===== src/rtl/plg_pkg.sv =====
`timescale 1ns / 1ps

package plg_pkg;

    localparam int MAX_POINTS_DEF     = 1024;
    localparam int WINDOW_DIVISOR_DEF = 10;

    localparam logic [15:0] LOOKAHEAD_RST = 16'd500;

    localparam int IDX_OUT_W = 10;

    localparam logic [1:0] MODE_APPEND = 2'd0;
    localparam logic [1:0] MODE_QUERY  = 2'd1;
    localparam logic [1:0] MODE_CLEAR  = 2'd2;

    typedef struct packed {
        logic [15:0] x;
        logic [15:0] y;
        logic [15:0] heading;
    } point_t;

    localparam int POINT_W = $bits(point_t);

endpackage


===== src/rtl/plg_dist.sv =====
`timescale 1ns / 1ps

// Two-stage squared distance: subtract and square, then sum.
module plg_dist #(
    parameter int TAG_W = 10
) (
    input  logic                 aclk,
    input  logic                 aresetn,
    input  logic                 in_valid,
    input  logic [TAG_W-1:0]     in_tag,
    input  plg_pkg::point_t      in_point,
    input  logic signed [15:0]   ref_x,
    input  logic signed [15:0]   ref_y,
    output logic                 out_valid,
    output logic [TAG_W-1:0]     out_tag,
    output plg_pkg::point_t      out_point,
    output logic [32:0]          out_dist,
    output logic                 busy
);

    logic signed [16:0] dx;
    logic signed [16:0] dy;
    logic signed [33:0] px;
    logic signed [33:0] py;

    logic                v1_reg;
    logic [TAG_W-1:0]    tag1_reg;
    plg_pkg::point_t     pt1_reg;
    logic [31:0]         sqx_reg;
    logic [31:0]         sqy_reg;

    logic                v2_reg;
    logic [TAG_W-1:0]    tag2_reg;
    plg_pkg::point_t     pt2_reg;
    logic [32:0]         dist_reg;

    assign dx = $signed({in_point.x[15], in_point.x}) - $signed({ref_x[15], ref_x});
    assign dy = $signed({in_point.y[15], in_point.y}) - $signed({ref_y[15], ref_y});
    assign px = 34'(dx) * 34'(dx);
    assign py = 34'(dy) * 34'(dy);

    always_ff @(posedge aclk) begin
        if (!aresetn) begin
            v1_reg <= 1'b0;
            v2_reg <= 1'b0;
        end else begin
            v1_reg <= in_valid;
            v2_reg <= v1_reg;
        end
        tag1_reg <= in_tag;
        pt1_reg  <= in_point;
        // a 17-bit square never exceeds 32 bits
        sqx_reg  <= px[31:0];
        sqy_reg  <= py[31:0];
        tag2_reg <= tag1_reg;
        pt2_reg  <= pt1_reg;
        dist_reg <= {1'b0, sqx_reg} + {1'b0, sqy_reg};
    end

    assign out_valid = v2_reg;
    assign out_tag   = tag2_reg;
    assign out_point = pt2_reg;
    assign out_dist  = dist_reg;
    assign busy      = v1_reg | v2_reg;

endmodule


===== config.mk =====
export PLATFORM = sky130hd
export DESIGN_NAME = plg_dist
export DESIGN_NICKNAME = d
export VERILOG_FILES = /design/src/rtl/plg_pkg.sv /design/src/rtl/plg_dist.sv
export SDC_FILE = /design/constraint.sdc
export NUM_CORES = 1
export LEC_CHECK = 0
export ABC_AREA = 1
export BUFFER_PORTS_ARGS = -buffer_cell sky130_fd_sc_hd__buf_2
export CORE_MARGIN = 1.5
export CORE_UTILIZATION = 30
export CTS_CLUSTER_DIAMETER = 200
export CTS_CLUSTER_SIZE = 16
export DETAILED_ROUTE_END_ITERATION = 16
export GPL_ROUTABILITY_DRIVEN = 0
export GPL_TIMING_DRIVEN = 0
export HOLD_SLACK_MARGIN = 0.15
export PLACE_DENSITY = 0.49
export SETUP_SLACK_MARGIN = 0.15
export SYNTH_ARGS = -nofsm -noshare
export SYNTH_HDL_FRONTEND = slang
export SYNTH_SLANG_ARGS = --single-unit

===== constraint.sdc =====
create_clock -name aclk -period 14.14 [get_ports aclk]
set_input_delay 0 -clock aclk [delete_from_list [all_inputs] [get_ports aclk]]
set_output_delay 0 -clock aclk [all_outputs]
set_load 0.01 [all_outputs]

Yosys cells after proc, flatten, opt, wreduce, memory -nomap -nowiden
Cells that the tools add are included.
{"block": "totals", "register_bits": 215, "in_bits": 93, "elab_cells": 19, "out_inout_bits": 93}
{"block": "op_classes", "n_mul": 2, "n_bitwise": 1, "add_sub_neg": 3}
{"operator": "17-bit by 17-bit multiplier with 32-bit output", "n": 2}
{"operator": "16-bit by 16-bit subtractor with 17-bit output", "n": 2}
{"operator": "32-bit by 32-bit adder with 33-bit output", "n": 1}
{"operator": "1-bit OR", "n": 1}

Depth between registers and ports, before layout
{"block": "logic_depth", "ltp_word": 2, "ltp_mapped": 39, "depth_no_buf": 38}

Worst setup path before layout
No wires, ideal clock.
{"block": "synth_timing", "path_type": "input to register", "from": "in in_point[16] in the netlist's numbering", "to": "reg sqy_reg[23]", "setup_time_ns": 0.072, "stages": 27, "required_time_ns": 14.068, "path_slack_ns": 7.924, "arrival_ns": 6.144, "path_cell_list": "inv_1 ha_1 fa_1 xnor2_1 inv_1 clkbuf_1 nor2_1 inv_1 fa_1 inv_1 fa_1 inv_1 fa_1 inv_1 fa_1 fa_1 inv_1 fa_1 inv_1 ha_1 a21oi_1 a21boi_0 o21ai_0 a21oi_1 nor2_1 nor2_1 xnor2_1"}
{"block": "synth_between", "elab_chain_len": 2}
{"element": "start, declared", "line_no": "plg_dist.sv:11", "text": "input plg_pkg::point_t in_point,"}
{"element": "16-bit by 16-bit subtractor with 17-bit output", "line_no": "plg_dist.sv:38", "text": "assign dy = $signed({in_point.y[15], in_point.y}) - $signed({ref_y[15], ref_y});"}
{"element": "17-bit by 17-bit multiplier with 32-bit output", "line_no": "plg_dist.sv:40", "text": "assign py = 34'(dy) * 34'(dy);"}
{"element": "net py[23]", "line_no": "plg_dist.sv:24", "text": "logic signed [33:0] py;"}
{"element": "end signal, assigned", "line_no": "plg_dist.sv:54", "text": "sqy_reg <= py[31:0];"}
{"element": "end, declared", "line_no": "plg_dist.sv:30", "text": "logic [31:0] sqy_reg;"}
The timed path passes the listed nets, and every way through them passes these cells.
A chain may end at the register's enable or synchronous reset.

Worst setup path in the final report
{"block": "layout_timing", "from": "in in_point[32] in the netlist's numbering", "to": "reg sqx_reg[25]"}
{"block": "layout_between", "elab_chain_len": 2}
{"element": "16-bit by 16-bit subtractor with 17-bit output", "line_no": "plg_dist.sv:37", "text": "assign dx = $signed({in_point.x[15], in_point.x}) - $signed({ref_x[15], ref_x});"}
{"element": "17-bit by 17-bit multiplier with 32-bit output", "line_no": "plg_dist.sv:39", "text": "assign px = 34'(dx) * 34'(dx);"}
{"element": "net px[25]", "line_no": "plg_dist.sv:23", "text": "logic signed [33:0] px;"}
{"element": "end signal, assigned", "line_no": "plg_dist.sv:53", "text": "sqx_reg <= px[31:0];"}
{"element": "end, declared", "line_no": "plg_dist.sv:29", "text": "logic [31:0] sqx_reg;"}
The timed path passes the listed nets, and every way through them passes these cells.

==> impl_metrics.env <==
export IMPL_grt_pass1_wl_um=117000
export IMPL_ant_nets=0
export IMPL_antenna_found_initial=2
export IMPL_cts_tree="built"
export IMPL_cts_buffers=17
export IMPL_cap_violations=0
export IMPL_async_reset_ff_frac=0
export IMPL_drtIter0Drc=1153
export IMPL_hold_path_class="in -> reg"
export IMPL_area_delta_synth_final_pct=14.8
export IMPL_end_kind="register"
export IMPL_cts_root_buffer="clkbuf_16"
export IMPL_start_kind="input pin"
export IMPL_crit_path_frequent_cell="inv_1"
export IMPL_stdcell_count=4724
export IMPL_drt_pass1_iterations=5
export IMPL_fillers=9531
export IMPL_post_dp_hpwl_um=62100
export IMPL_fin_crit_ps=7810
export IMPL_crit_fanout=10
export IMPL_skew_ps=19.7
export IMPL_synth_top_cell_by_area="fa_1"
export IMPL_die_y_um=305
export IMPL_overflow=0
export IMPL_syn_instance_count=3223
export IMPL_post_cts_setup_buffers=0
export IMPL_clk_pin_slew_ps=90
export IMPL_rsz0062_at_grt="false"
export IMPL_htree_num_levels=1
export IMPL_max_slew_margin=0.414
export IMPL_drc_errors=0
export IMPL_yosysWarnings=0
export IMPL_synth_area_mm2=0.0274
export IMPL_synthFlopType="dfxtp_1"
export IMPL_cpPeakStageDelay_ps=540
export IMPL_track_usage=0.159
export IMPL_dieWidth_um=305
export IMPL_rows=110
export IMPL_grt_max_degree=17
export IMPL_num_vias=20700
export IMPL_seq_area_mm2=0.00426
export IMPL_io_pins=186
export IMPL_yosysMostFrequentCell="inv_1"
export IMPL_initial_core_util=0.304
export IMPL_synth_edf_count=0
export IMPL_slew_violations=0
export IMPL_dpl_cell_count=4584
export IMPL_slowest_stage="dlygate4sd3_1"
export IMPL_ys_ff_latch=213
export IMPL_min_period_over_period=0.552
export IMPL_crit_buf_inv=12
export IMPL_final_setup_viol_count=0
export IMPL_syn_avg_cell_area_um2=8.51
export IMPL_synth_cell_types=53
export IMPL_grt_pass1_vias=22200
export IMPL_critPathKind="in -> reg"
export IMPL_max_freq_ghz=0.128
export IMPL_yosysSeqAreaShare=0.155
export IMPL_multiInputGateArea_mm2=0.0197
export IMPL_drive_above_1_share=0.0837
export IMPL_routed_via_density=4.39
export IMPL_arrival_ps=8210
export IMPL_clock_latency_ps=540
export IMPL_clockBufferDepth=3
export IMPL_core_mm2=0.0903
export IMPL_cp_required_ps=14550
export IMPL_fin_nets=4377
export IMPL_fp_dieArea_mm2=0.0933
export IMPL_syn_nets=4053
export IMPL_worstMarginPinSlew_ps=874
export IMPL_postLayoutCellArea_mm2=0.0315
export IMPL_setup_tns_ps=0
export IMPL_wl_per_cell_um=15.3
export IMPL_yosys_top_cells_count="inv_1, nand2_1, fa_1"
export IMPL_synthTopCellsByArea="fa_1, dfxtp_1, inv_1, ha_1, nand2_1"
export IMPL_yosysTopAreaCellShare=0.377
export IMPL_status="completed"
export IMPL_hold_viol=0
export IMPL_dpl_cell_area_mm2=0.0298
export IMPL_cts_sinks=213
export IMPL_critPathTopFamily="adder cells"
export IMPL_port_buffers=185
export IMPL_routed_wl_um=72200
repair_timing:
item,4_1_cts,5_1_grt
hold buffers,120,0
gates resized for setup,0,0
hold endpoints to repair,60,0
logic make-up after synthesis:
family / after synthesis / synth area share
AO/OA/AOI/OAI: 232 / 0.0487
XOR/XNOR: 101 / 0.0366
adder cells (fa/ha/maj): 737 / 0.477
buffers and inverters: 909 / 0.128
flip-flops: 213 / 0.155
multiplexers: 2 / 0.000729
AND/OR/NAND/NOR: 1029 / 0.154
worst min-delay path, delay by kind of cell:
kind,cells,cell delay [ps]
buffers and inverters,3,670
AND/OR/NAND/NOR,1,50
metal layers:
layer  routed length [um]  GRT usage
met4                 1110     0.0266
met1                35000      0.224
met2                32600      0.263
met3                 3450     0.0214
met5                    0          0
worst paths after layout:
kind / start / endpoint / slack, ps / cells past startpoint
hold reg to reg: pt1_reg[34] / out_point[34] / 320 / 0
setup / recovery: in_point[32] / sqx_reg[25] / 6330 / 31
hold / removal: aresetn / out_valid / 200 / 4
setup reg to reg: sqy_reg[3] / out_dist[29] / 11620 / 8
layout make-up:
| cell class | instances | share of cell area |
|---|---|---|
| diodes | 1 | 0.0000794 |
| plain buffers | 44 | 0.00802 |
| clock buffers | 17 | 0.0135 |
| clock inverters | 2 | 0.000794 |
| inverters | 865 | 0.103 |
| multi-input cells | 2101 | 0.625 |
| flip-flops and latches | 213 | 0.135 |
| well taps | 1176 | 0.0467 |
| repair buffers | 305 | 0.0675 |
per-stage QoR:
stage          worst slack (ps)   util  hold WS [ps]
2_1_floorplan              7920      -          27.7
3_3_place_gp               5920  0.331           102
3_5_place_dp               5850  0.331           104
4_1_cts                    5910  0.349           161
5_1_grt                    5820  0.349           204
6_report                   6330  0.349           198
layout by cell type, fill, tap and decap left out, types with 9 or more instances in the layout:
master and n:
a21o_1 16, a21oi_1 115, buf_2 207, clkbuf_1 10, clkbuf_16 17, dfxtp_1 213
dlygate4sd3_1 120, fa_1 517, ha_1 220, inv_1 853, inv_2 12, nand2_1 519
nand3_1 98, nand4_1 20, nor2_1 322, nor2_2 13, nor3_1 21, o21ai_0 55
o21bai_1 12, xnor2_1 20, xor2_1 67, xor2_2 9
Power is not shown: default switching activity piles up to over one toggle a cycle in this logic, so the estimate is an artifact.
